===== config.mk =====
export PLATFORM = sky130hd
export DESIGN_NAME = at_ipd_payload_deframer_core
export DESIGN_NICKNAME = d
export VERILOG_FILES = /design/src/ipdd_pkg.sv /design/src/ipdd_parser.sv /design/src/ipdd_out_buf.sv /design/src/at_ipd_payload_deframer_core.sv
export SDC_FILE = /design/constraint.sdc
export NUM_CORES = 1
export LEC_CHECK = 0
export ABC_CLOCK_PERIOD_IN_PS = 8000
export CAP_MARGIN = 15
export CORE_UTILIZATION = 30
export DETAILED_ROUTE_END_ITERATION = 7
export DONT_BUFFER_PORTS = 1
export PLACE_DENSITY = 0.51
export SKIP_CTS_REPAIR_TIMING = 1
export SLEW_MARGIN = 20
export SYNTH_ARGS = -nofsm -noshare
export SYNTH_HDL_FRONTEND = slang
export SYNTH_HIERARCHICAL = 1
export SYNTH_SLANG_ARGS = --single-unit

===== constraint.sdc =====
create_clock -name aclk -period 8 [get_ports aclk]
set_clock_uncertainty 0.05 [all_clocks]
set_input_delay 1.6 -clock aclk [delete_from_list [all_inputs] [get_ports aclk]]
set_output_delay 1.6 -clock aclk [all_outputs]
set_load 0.05 [all_outputs]

===== src/ipdd_pkg.sv =====
// Shared types and constants for the payload deframer.
`default_nettype none
package ipdd_pkg;

    typedef enum logic [2:0] {
        PH_HUNT    = 3'd0,
        PH_LINK    = 3'd1,
        PH_SEP     = 3'd2,
        PH_DIGITS  = 3'd3,
        PH_PAYLOAD = 3'd4
    } phase_t;

    localparam logic [7:0] CH_PLUS  = 8'h2B;
    localparam logic [7:0] CH_I     = 8'h49;
    localparam logic [7:0] CH_P     = 8'h50;
    localparam logic [7:0] CH_D     = 8'h44;
    localparam logic [7:0] CH_COMMA = 8'h2C;
    localparam logic [7:0] CH_COLON = 8'h3A;
    localparam logic [7:0] CH_ZERO  = 8'h30;
    localparam logic [7:0] CH_NINE  = 8'h39;

    localparam logic [2:0] HEADER_LEN = 3'd5;

    typedef struct packed {
        logic [7:0]  payload_byte;
        logic        last;
        logic [15:0] declared_length;
    } beat_t;

    function automatic logic [7:0] hdr_char(input logic [2:0] pos);
        logic [7:0] c;
        case (pos)
            3'd0: c = CH_PLUS;
            3'd1: c = CH_I;
            3'd2: c = CH_P;
            3'd3: c = CH_D;
            3'd4: c = CH_COMMA;
            default: c = CH_PLUS;
        endcase
        return c;
    endfunction

endpackage
`default_nettype wire


===== src/ipdd_parser.sv =====
// Byte-wise header parser and payload counter of the deframer.
`default_nettype none
module ipdd_parser
    import ipdd_pkg::*;
(
    input  wire logic        aclk,
    input  wire logic        aresetn,
    input  wire logic        beat_en,
    input  wire logic [7:0]  rx_byte,
    input  wire logic [15:0] max_emit,
    output beat_t            res_beat,
    output logic             res_valid
);

    phase_t      phase_reg, phase_next;
    logic [2:0]  match_pos_reg, match_pos_next;
    logic [15:0] length_accum_reg, length_accum_next;
    logic [15:0] bytes_left_reg, bytes_left_next;
    logic [15:0] bytes_emitted_reg, bytes_emitted_next;

    logic [2:0]  hunt_pos;
    logic [2:0]  hunt_pos_next;
    logic        hunt_done;
    logic [19:0] accum_val;
    logic        is_digit;
    logic [15:0] left_dec;
    logic [15:0] emitted_inc;
    logic        emit_ok;

    always_comb begin
        hunt_pos = (match_pos_reg >= HEADER_LEN) ? 3'd0 : match_pos_reg;
        hunt_done = 1'b0;
        if (rx_byte == hdr_char(hunt_pos)) begin
            hunt_pos_next = hunt_pos + 3'd1;
            if (hunt_pos_next == HEADER_LEN) begin
                hunt_done = 1'b1;
                hunt_pos_next = 3'd0;
            end
        end else if (rx_byte == CH_PLUS) begin
            hunt_pos_next = 3'd1;
        end else begin
            hunt_pos_next = 3'd0;
        end
    end

    always_comb begin
        is_digit = rx_byte inside {[CH_ZERO:CH_NINE]};
        accum_val = ({4'd0, length_accum_reg} << 3) + ({4'd0, length_accum_reg} << 1)
                  + {16'd0, rx_byte[3:0]};
        left_dec = (bytes_left_reg != 16'd0) ? bytes_left_reg - 16'd1 : 16'd0;
        emitted_inc = bytes_emitted_reg + 16'd1;
        emit_ok = bytes_emitted_reg < max_emit;
    end

    always_comb begin
        phase_next = phase_reg;
        match_pos_next = match_pos_reg;
        length_accum_next = length_accum_reg;
        bytes_left_next = bytes_left_reg;
        bytes_emitted_next = bytes_emitted_reg;
        case (phase_reg)
            PH_LINK: begin
                phase_next = PH_SEP;
            end
            PH_SEP: begin
                phase_next = PH_DIGITS;
                length_accum_next = 16'd0;
            end
            PH_DIGITS: begin
                if (is_digit) begin
                    if (accum_val > 20'd65535) begin
                        phase_next = PH_HUNT;
                        match_pos_next = 3'd0;
                    end else begin
                        length_accum_next = accum_val[15:0];
                    end
                end else if (rx_byte == CH_COLON) begin
                    match_pos_next = 3'd0;
                    if (length_accum_reg == 16'd0) begin
                        phase_next = PH_HUNT;
                    end else begin
                        phase_next = PH_PAYLOAD;
                        bytes_left_next = length_accum_reg;
                        bytes_emitted_next = 16'd0;
                    end
                end else begin
                    // A stray byte drops the frame and is rescanned from a clean match.
                    match_pos_next = (rx_byte == CH_PLUS) ? 3'd1 : 3'd0;
                    phase_next = PH_HUNT;
                end
            end
            PH_PAYLOAD: begin
                bytes_left_next = left_dec;
                if (emit_ok) begin
                    bytes_emitted_next = emitted_inc;
                end
                if (left_dec == 16'd0) begin
                    phase_next = PH_HUNT;
                    match_pos_next = 3'd0;
                end
            end
            default: begin
                match_pos_next = hunt_pos_next;
                phase_next = hunt_done ? PH_LINK : PH_HUNT;
            end
        endcase
    end

    always_comb begin
        res_valid = beat_en && (phase_reg == PH_PAYLOAD) && emit_ok;
        res_beat.payload_byte = rx_byte;
        res_beat.last = (emitted_inc == max_emit) || (left_dec == 16'd0);
        res_beat.declared_length = length_accum_reg;
    end

    always_ff @(posedge aclk) begin
        if (!aresetn) begin
            phase_reg <= PH_HUNT;
            match_pos_reg <= 3'd0;
            length_accum_reg <= 16'd0;
            bytes_left_reg <= 16'd0;
            bytes_emitted_reg <= 16'd0;
        end else if (beat_en) begin
            phase_reg <= phase_next;
            match_pos_reg <= match_pos_next;
            length_accum_reg <= length_accum_next;
            bytes_left_reg <= bytes_left_next;
            bytes_emitted_reg <= bytes_emitted_next;
        end
    end

endmodule
`default_nettype wire


===== src/ipdd_out_buf.sv =====
// Two-entry output register with skid stage for result beats.
`default_nettype none
module ipdd_out_buf
    import ipdd_pkg::*;
(
    input  wire logic  aclk,
    input  wire logic  aresetn,
    input  wire logic  push,
    input  wire beat_t push_beat,
    output logic       can_accept,
    output logic       out_valid,
    output beat_t      out_beat,
    input  wire logic  out_ready
);

    logic  main_valid_reg;
    beat_t main_beat_reg;
    logic  skid_valid_reg;
    beat_t skid_beat_reg;
    logic  pop;

    assign pop = main_valid_reg && out_ready;
    assign can_accept = !skid_valid_reg;
    assign out_valid = main_valid_reg;
    assign out_beat = main_beat_reg;

    always_ff @(posedge aclk) begin
        if (!aresetn) begin
            main_valid_reg <= 1'b0;
            skid_valid_reg <= 1'b0;
        end else if (push) begin
            if (!main_valid_reg || pop) begin
                main_valid_reg <= 1'b1;
            end else begin
                skid_valid_reg <= 1'b1;
            end
        end else if (pop) begin
            main_valid_reg <= skid_valid_reg;
            skid_valid_reg <= 1'b0;
        end
    end

    always_ff @(posedge aclk) begin
        if (push) begin
            if (!main_valid_reg || pop) begin
                main_beat_reg <= push_beat;
            end else begin
                skid_beat_reg <= push_beat;
            end
        end else if (pop && skid_valid_reg) begin
            main_beat_reg <= skid_beat_reg;
        end
    end

endmodule
`default_nettype wire


===== src/at_ipd_payload_deframer_core.sv =====
// Top level of the payload deframer for received modem byte streams.
//
// Received bytes enter on the s_ channel, one byte per beat. The block hunts
// for the "+IPD," header, skips the link id and separator, reads the decimal
// length up to ':' and then forwards up to max_emit payload bytes of the
// frame on the m_ channel, marking the last forwarded byte with m_last.
// Every result beat also carries the declared frame length.
// A byte is accepted in every cycle in which s_ready is high, so the
// throughput is one byte per cycle. Each result is registered in the output
// stages before it appears on the m_ channel. The output holds one result
// register plus a one-beat skid stage, so a byte is still accepted while a
// result waits; s_ready falls only when both hold a result, and rises again
// once the receiver takes one. max_emit is written through cfg_we and
// cfg_wdata; the user must write it only while the block is idle, and the
// block itself does not enforce this. Synchronous reset clears the parser to
// header hunting, empties the output stages and sets max_emit to 65535.
`default_nettype none
module at_ipd_payload_deframer_core
    import ipdd_pkg::*;
(
    input  wire logic        aclk,
    input  wire logic        aresetn,
    input  wire logic        cfg_we,
    input  wire logic [15:0] cfg_wdata,
    input  wire logic        s_valid,
    output logic             s_ready,
    input  wire logic [7:0]  s_rx_byte,
    output logic             m_valid,
    input  wire logic        m_ready,
    output logic [7:0]       m_payload_byte,
    output logic             m_last,
    output logic [15:0]      m_declared_length
);

    logic [15:0] max_emit_reg;
    logic        beat_en;
    logic        res_valid;
    beat_t       res_beat;
    beat_t       out_beat;

    always_ff @(posedge aclk) begin
        if (!aresetn) begin
            max_emit_reg <= 16'hFFFF;
        end else if (cfg_we) begin
            max_emit_reg <= cfg_wdata;
        end
    end

    assign beat_en = s_valid && s_ready;

    ipdd_parser u_parser (
        .aclk      (aclk),
        .aresetn   (aresetn),
        .beat_en   (beat_en),
        .rx_byte   (s_rx_byte),
        .max_emit  (max_emit_reg),
        .res_beat  (res_beat),
        .res_valid (res_valid)
    );

    ipdd_out_buf u_out_buf (
        .aclk       (aclk),
        .aresetn    (aresetn),
        .push       (res_valid),
        .push_beat  (res_beat),
        .can_accept (s_ready),
        .out_valid  (m_valid),
        .out_beat   (out_beat),
        .out_ready  (m_ready)
    );

    assign m_payload_byte = out_beat.payload_byte;
    assign m_last = out_beat.last;
    assign m_declared_length = out_beat.declared_length;

endmodule
`default_nettype wire


==> summary.md, run 1 <==
| Metric | Value |
|---|---|
| Status | `completed` |
| Netlist cell types | `77` |
| Worst EP required | `8.27 ns` |
| Vert. Die Dim | `164 um` |
| FF+latch count, synth | `~120` |
| # nets final | `roughly 900` |
| Drt via density | `5.18` |
| Worst hold path type | `reg2reg` |
| TritonCTS Buffers | `17` |
| First-pass GRT wire length | `31,000 um` |
| I/O Pins | `56` |
| Port Buffers | `0` |
| Wire per inst | `16.5 um` |
| Crit path time final | `5.17 ns` |
| Ys async rst share | `0%` |
| Slew of the pin with the lowest slew margin | `about 1.1 ns` |
| GP Congestion | `0.843` |
| Slowest CP cell | `o2111a_1` |
| Crit. End Element | `flop` |
| Num Clock Sinks | `approximately 120` |
| Synth warnings | `6` |
| Starting density of the core | `about 31%` |
| Detailed Place HPWL | `13,300 um` |
| Worst setup SP type | `input pin` |
| Mapped Nets | `923` |
| Share of cells above drive strength 1 | `10.3%` |
| CP delay by family, top | `compound AO/OA/AOI/OAI gates` |
| Relative slew margins | `25.8%` |
| Most used DFF post-synth | `dfxtp_1` |
| Die W | `164 um` |
| Area delta synth->final | `9.46%` |
| CP max stage delay | `slightly above 0.9 ns` |
| WP data arrival | `approximately 5.4 ns` |
| Finished Layout Cells | `approximately 1,200` |
| Core area | `25,400 um^2` |
| Maximum clock frequency | `slightly below 200 MHz` |
| # fillers | `between 2,000 and 3,000` |
| Worst Path Buf+Inv | `1` |
| Routed Antenna Nets | `0` |
| Cells after DPL | `1,127` |
| Synthesized instance count | `837` |
| Crit-path cells | `inv_1, fa_1, fa_1, nand2b_1, a21oi_1, o41ai_4, o21ai_0, mux2_2, a2111oi_4, o2111a_1, mux2i_1` |
| Final setup viols | `0` |
| Final Hold Fails | `0` |
| Clock slew at reported path FFs | `0.07 ns` |
| Mapped Avg Cell Area | `9.37 um^2` |
| Die ar. | `26,800 um^2` |
| Iter 0 DRT Violations | `~560` |
| Total of max-cap violations | `0` |
| RSZ-0062 raised after global routing | `no` |
| Root buffer cell | `clkbuf_16` |
| Pre-antenna DRT Iters | `7` |
| Initial antenna violation count | `0` |
| GRT Overall Usage | `14.8%` |
| Skew-Pair Late Insertion Delay | `0.41 ns` |
| DRC | `0` |
| VDD IR-drop max | `0.0000968 V` |
| CTS Buffer Depth | `2` |
| TritonCTS clock tree | `yes` |
| Post-synth EDFFs | `50` |
| Tcrit/Tclk final | `64.6%` |
| CP Max Fanout | `16` |
| Kind of critical path | `in2reg` |
| TNS Setup | `0 ns` |
| Cell area after synthesis | `7840 um^2` |
| Ant. Diodes | `0` |
| Vias in the first global route | `5,647` |
| H-tree Lvls | `4` |
| Largest net degree at the start of global routing | `between 50 and 60` |
| Pwr/cell area | `166 nW/um^2` |
| Via count of the routed design | `6,004` |
| Total Wirelength | `about 19,000 um` |
| Cell Rows | `58` |
| CP dominant cell by count | `fa_1` |
| Gr ovfl total | `0` |
| Register area share after synthesis | `37.5%` |
| LEAKAGE | `0.00349 uW` |
| Slew Viols, Final | `0` |
[final cells by class]
class	instances	area (um^2)	area share [%]
inverters	41	154	1.79
repair buffers	8	60.1	0.700
multi-input cells	626	4460	51.9
clock buffers	18	429	5.00
well taps	330	413	4.81
flip-flops and latches	122	2940	34.3
clock inverters	14	125	1.46
[through the flow]
step	hold WS, ns	utilization [%]	power [uW]	worst slack, ns	instance area, um^2
2_1_floorplan	0.392	-	702	3.15	7840
3_3_place_gp	0.415	31.6	700	2.50	8020
3_5_place_dp	0.418	31.6	700	2.44	8020
4_1_cts	0.436	33.8	1440	2.85	8580
5_1_grt	0.451	33.8	1470	2.61	8580
6_report	0.432	33.8	1420	2.83	8580
[synth_stat cells (4+ instances only)]
cell / count / area share, %
nor4_1: 8 / 0.64
buf_4: 11 / 1.1
edfxtp_1: 50 / 19
nand3_1: 23 / 1.5
a22oi_1: 11 / 1.1
ha_1: 55 / 8.8
a21o_1: 9 / 0.86
clkbuf_1: 24 / 1.1
xor2_1: 12 / 1.3
o211ai_1: 5 / 0.48
xnor2_1: 30 / 3.4
a21oi_1: 48 / 3.1
mux2i_1: 42 / 5.4
dfxtp_1: 72 / 18
and2_1: 5 / 0.40
mux2_4: 6 / 1.1
nor2_1: 56 / 2.7
nor2b_1: 4 / 0.32
o41ai_1: 4 / 0.45
nor3_1: 19 / 1.2
nand4_1: 10 / 0.80
nand2_1: 95 / 4.5
nand2b_1: 8 / 0.64
a211oi_1: 13 / 1.2
nand4b_1: 8 / 0.89
o21ai_0: 44 / 2.8
buf_6: 5 / 0.72
and3_1: 9 / 0.72
inv_1: 39 / 1.9
or3_1: 7 / 0.56
or4_1: 10 / 0.96
a31oi_1: 4 / 0.32
o21a_1: 5 / 0.48
o31ai_1: 4 / 0.38
mux2_2: 20 / 2.9
[final timing paths]
path,cells past startpoint,slack (ns),from,endpoint
min reg2reg,2,0.43,u_parser/match_pos_reg[2],u_parser/match_pos_reg[2]
max reg2reg,11,3.35,u_parser/length_accum_reg[0],u_parser/length_accum_reg[15]
max,11,2.83,s_rx_byte[3],u_parser/length_accum_reg[15]
min,2,0.43,u_parser/match_pos_reg[2],u_parser/match_pos_reg[2]
[layer usage]
layer	vias up	global-route usage, %	wire, um
met2	137	24.2	8970
met5	-	0	0
li1	3022	-	-
met3	11	2.36	668
met4	0	3.49	180
met1	2834	20.2	9310
[power by group]
part	leakage [uW]	total [uW]	internal (uW)	switching, uW
clock network	0.000268	737	429	308
logic	0.00211	33.6	16.0	17.6
registers	0.00112	653	648	5.21
total	0.00349	1420	1090	331
[cells in the final DEF (no fill, tap or decap), drive strengths merged, types with 12 or more instances in the layout]
cell / instances
o21ai: 45
inv: 42
mux2i: 42
mux2: 26
nor3: 19
a21oi: 49
xnor2: 30
edfxtp: 50
clkbuf: 18
nand2: 97
nor2: 56
a211oi: 13
ha: 55
dfxtp: 72
nand3: 23
xor2: 12
[cells by family (layout without fill, tap and decap cells)]
logic type               after synthesis  count (layout)  synth area share [%]
AO/OA/AOI/OAI                        182             182                  15.7
multiplexers                          68              68                  9.38
AND/OR/NAND/NOR                      277             277                  17.6
XOR/XNOR                              42              42                  4.69
buffers and inverters                 89              81                  5.76
adder cells (fa/ha/maj)               57              57                  9.29
flip-flops                           122             122                  37.5
[worst min-delay path, cell delays in order (launching register included)]
cell,delay (ns)
dfxtp_1,0.32
nand2_1,0.06
mux2i_1,0.05
Note: power is estimated with default switching activity, not from simulation.
==> run 2: changes to the inputs <==
- ABC_CLOCK_PERIOD_IN_PS: 8000 -> 4240
- PLACE_DENSITY: 0.51 -> 0.52
- clock period: 8 -> 4.24 ns (I/O delays scaled with it)
==> run 2 against run 1 <==
Critical path depth up 1. Power grew 92%. Die area unchanged. Critical endpoint is now u_parser/length_accum_reg[3].
==> summary.md, run 2 (synthesized netlist as in run 1, its figures left out) <==
| Metric | Value |
|---|---|
| LEAKAGE | `0.00355 uW (+1.7%)` |
| Worst EP required | `4.53 ns (-3.74 ns)` |
| TritonCTS clock tree | `yes` |
| Skew-Pair Late Insertion Delay | `0.42 ns (about the same)` |
| Clock slew at reported path FFs | `0.07 ns (about the same)` |
| CTS Buffer Depth | `2 (unchanged)` |
| Die ar. | `26,800 um^2 (unchanged)` |
| Commonest non-fill, non-tap cell in the layout | `nand2_1` |
| Num Clock Sinks | `122 (unchanged)` |
| Slowest CP cell | `fa_1` |
| Core area | `25,400 um^2 (unchanged)` |
| TNS Setup | `0 ns (unchanged)` |
| Crit path time final | `3.93 ns` |
| Tcrit/Tclk final | `92.6%` |
| WP data arrival | `4.22 ns (-1.22 ns)` |
| Kind of critical path | `reg2reg` |
| Via count of the routed design | `6,045 (+0.68%)` |
| Detailed Place HPWL | `13,600 um (+1.9%)` |
| Pwr/cell area | `314 nW/um^2 (+89%)` |
| Worst reg2reg startpoint | `u_parser/length_accum_reg[0]` |
| TritonCTS Buffers | `17 (unchanged)` |
| Vias in the first global route | `5,839 (+3.4%)` |
| Die W | `164 um (unchanged)` |
| Iter 0 DRT Violations | `327 (-42%)` |
| Slew of the pin with the lowest slew margin | `0.779 ns (-0.335 ns)` |
| Share of cells above drive strength 1 | `11.7% (+1.4 points)` |
| Root buffer cell | `clkbuf_16` |
| Worst hold start | `max_emit_reg[14]` |
| Crit. End Element | `flop` |
| Relative slew margins | `47.9% (+22 points)` |
| CP dominant cell by count | `fa_1` |
| Maximum clock frequency | `255 MHz` |
| Cell Rows | `58 (unchanged)` |
| H-tree Lvls | `4 (unchanged)` |
| GP Congestion | `0.859 (+2.0%)` |
| Final setup viols | `0 (unchanged)` |
| Hold slack | `0.429 ns (-0.00262 ns)` |
| Crit-path cells | `inv_1, fa_1, fa_1, nand2b_1, a21oi_1, o41ai_4, o21ai_0, mux2_2, a2111oi_4, o2111a_1, buf_12, mux2i_1` |
| Port Buffers | `0 (unchanged)` |
| Pre-antenna DRT Iters | `4 (-3)` |
| Ant. Diodes | `0 (unchanged)` |
| CP max stage delay | `0.54 ns (-0.38 ns)` |
| GRT Overall Usage | `14.9% (+0.085 points)` |
| Wire per inst | `16.6 um (+0.41%)` |
| Worst setup SP type | `flop` |
| Initial antenna violation count | `0 (unchanged)` |
| Gr ovfl total | `0 (unchanged)` |
| Area delta synth->final | `10.9%` |
| Slew Viols, Final | `0 (unchanged)` |
| Starting density of the core | `30.9% (unchanged)` |
| Vert. Die Dim | `164 um (unchanged)` |
| First-pass GRT wire length | `31,000 um (+0.25%)` |
| CP delay by family, top | `compound AO/OA/AOI/OAI gates` |
| Drt via density | `5.17 (-0.26%)` |
| Worst hold path type | `reg2reg` |
| Dpl ws | `0.0320 ns (-2.41 ns)` |
| Commonest cells after routing, fill and taps aside | `95 x nand2_1, 72 x dfxtp_1, 55 x nor2_1, 55 x ha_1, 50 x edfxtp_1` |
| Largest net degree at the start of global routing | `57 (unchanged)` |
| RSZ-0062 raised after global routing | `no` |
| Final Hold Fails | `0 (unchanged)` |
| Total of max-cap violations | `0 (unchanged)` |
| VDD IR-drop max | `0.000211 V (+120%)` |
| Final worst slack | `0.313 ns (-2.52 ns)` |
| CP Max Fanout | `16 (unchanged)` |
| Setup crit start | `u_parser/length_accum_reg[0]` |
| Routed Antenna Nets | `0 (unchanged)` |
| DRC | `0 (unchanged)` |
| Status | `completed` |
| I/O Pins | `56 (unchanged)` |
| Total Wirelength | `19,400 um (+1.4%)` |
| Worst Path Buf+Inv | `2 (+1)` |
| # nets final | `913 (+1.2%)` |
run 2: cell types whose count changed in the layout (fill, tap and decap cells not counted), sizes merged:
cell	delta
bufinv	-1
clkinv	-7
clkinvlp	+2
inv	+7
buf	+11
clkbuf	-1
run 2: layout make-up:
class,count,area (um^2)
clock buffers,17,425
clock inverters,15,149
fillers,2616,16700
inverters,41,154
multi-input cells,626,4460
flip-flops and latches,122,2940
well taps,330,413
repair buffers,19,155
run 2: metal layers:
| metal | up-vias | global-route usage [%] | wire length, um |
|---|---|---|---|
| met5 | - | 0 | 0 |
| met3 | 14 | 2.41 | 478 |
| met2 | 110 | 24.8 | 9160 |
| met1 | 2885 | 19.5 | 9510 |
| met4 | 0 | 4.50 | 243 |
| li1 | 3036 | - | - |
run 2: path summary, 6_finish.rpt:
path                                  endpoint  slack (ns)  depth (start not counted)
hold reg to reg               max_emit_reg[14]        0.43                          2
setup reg to reg  u_parser/length_accum_reg[3]        0.31                         12
hold / removal                max_emit_reg[14]        0.43                          2
setup / recovery  u_parser/length_accum_reg[3]        0.31                         12
run 2: worst register-to-register path, delay by kind of cell, from the launching register on:
kind	cells	cell delay, ns
and+or+nand+nor	1	0.20
adders and majority gates	2	0.99
DFF	1	0.44
buffers and inverters	2	0.31
AOI/OAI and AO/OA	5	1.26
muxes	2	0.60
run 2: per-stage QoR:
stage | total power [uW] | std cells | instance area (um^2) | util [%]
floorplan | 1320 | 837 | 7840 | -
global placement | 1320 | 1138 | 8120 | 32.0
detailed placement | 1320 | 1138 | 8120 | 32.0
CTS | 2770 | 1170 | 8690 | 34.2
global route | 2830 | 1170 | 8700 | 34.2
finish | 2730 | 1170 | 8700 | 34.2
run 2: where the power goes:
part	switching, uW	internal, uW	leakage (uW)
combinational	34.5	30.7	0.00217
clock	654	782	0.000271
sequential	9.64	1220	0.00112
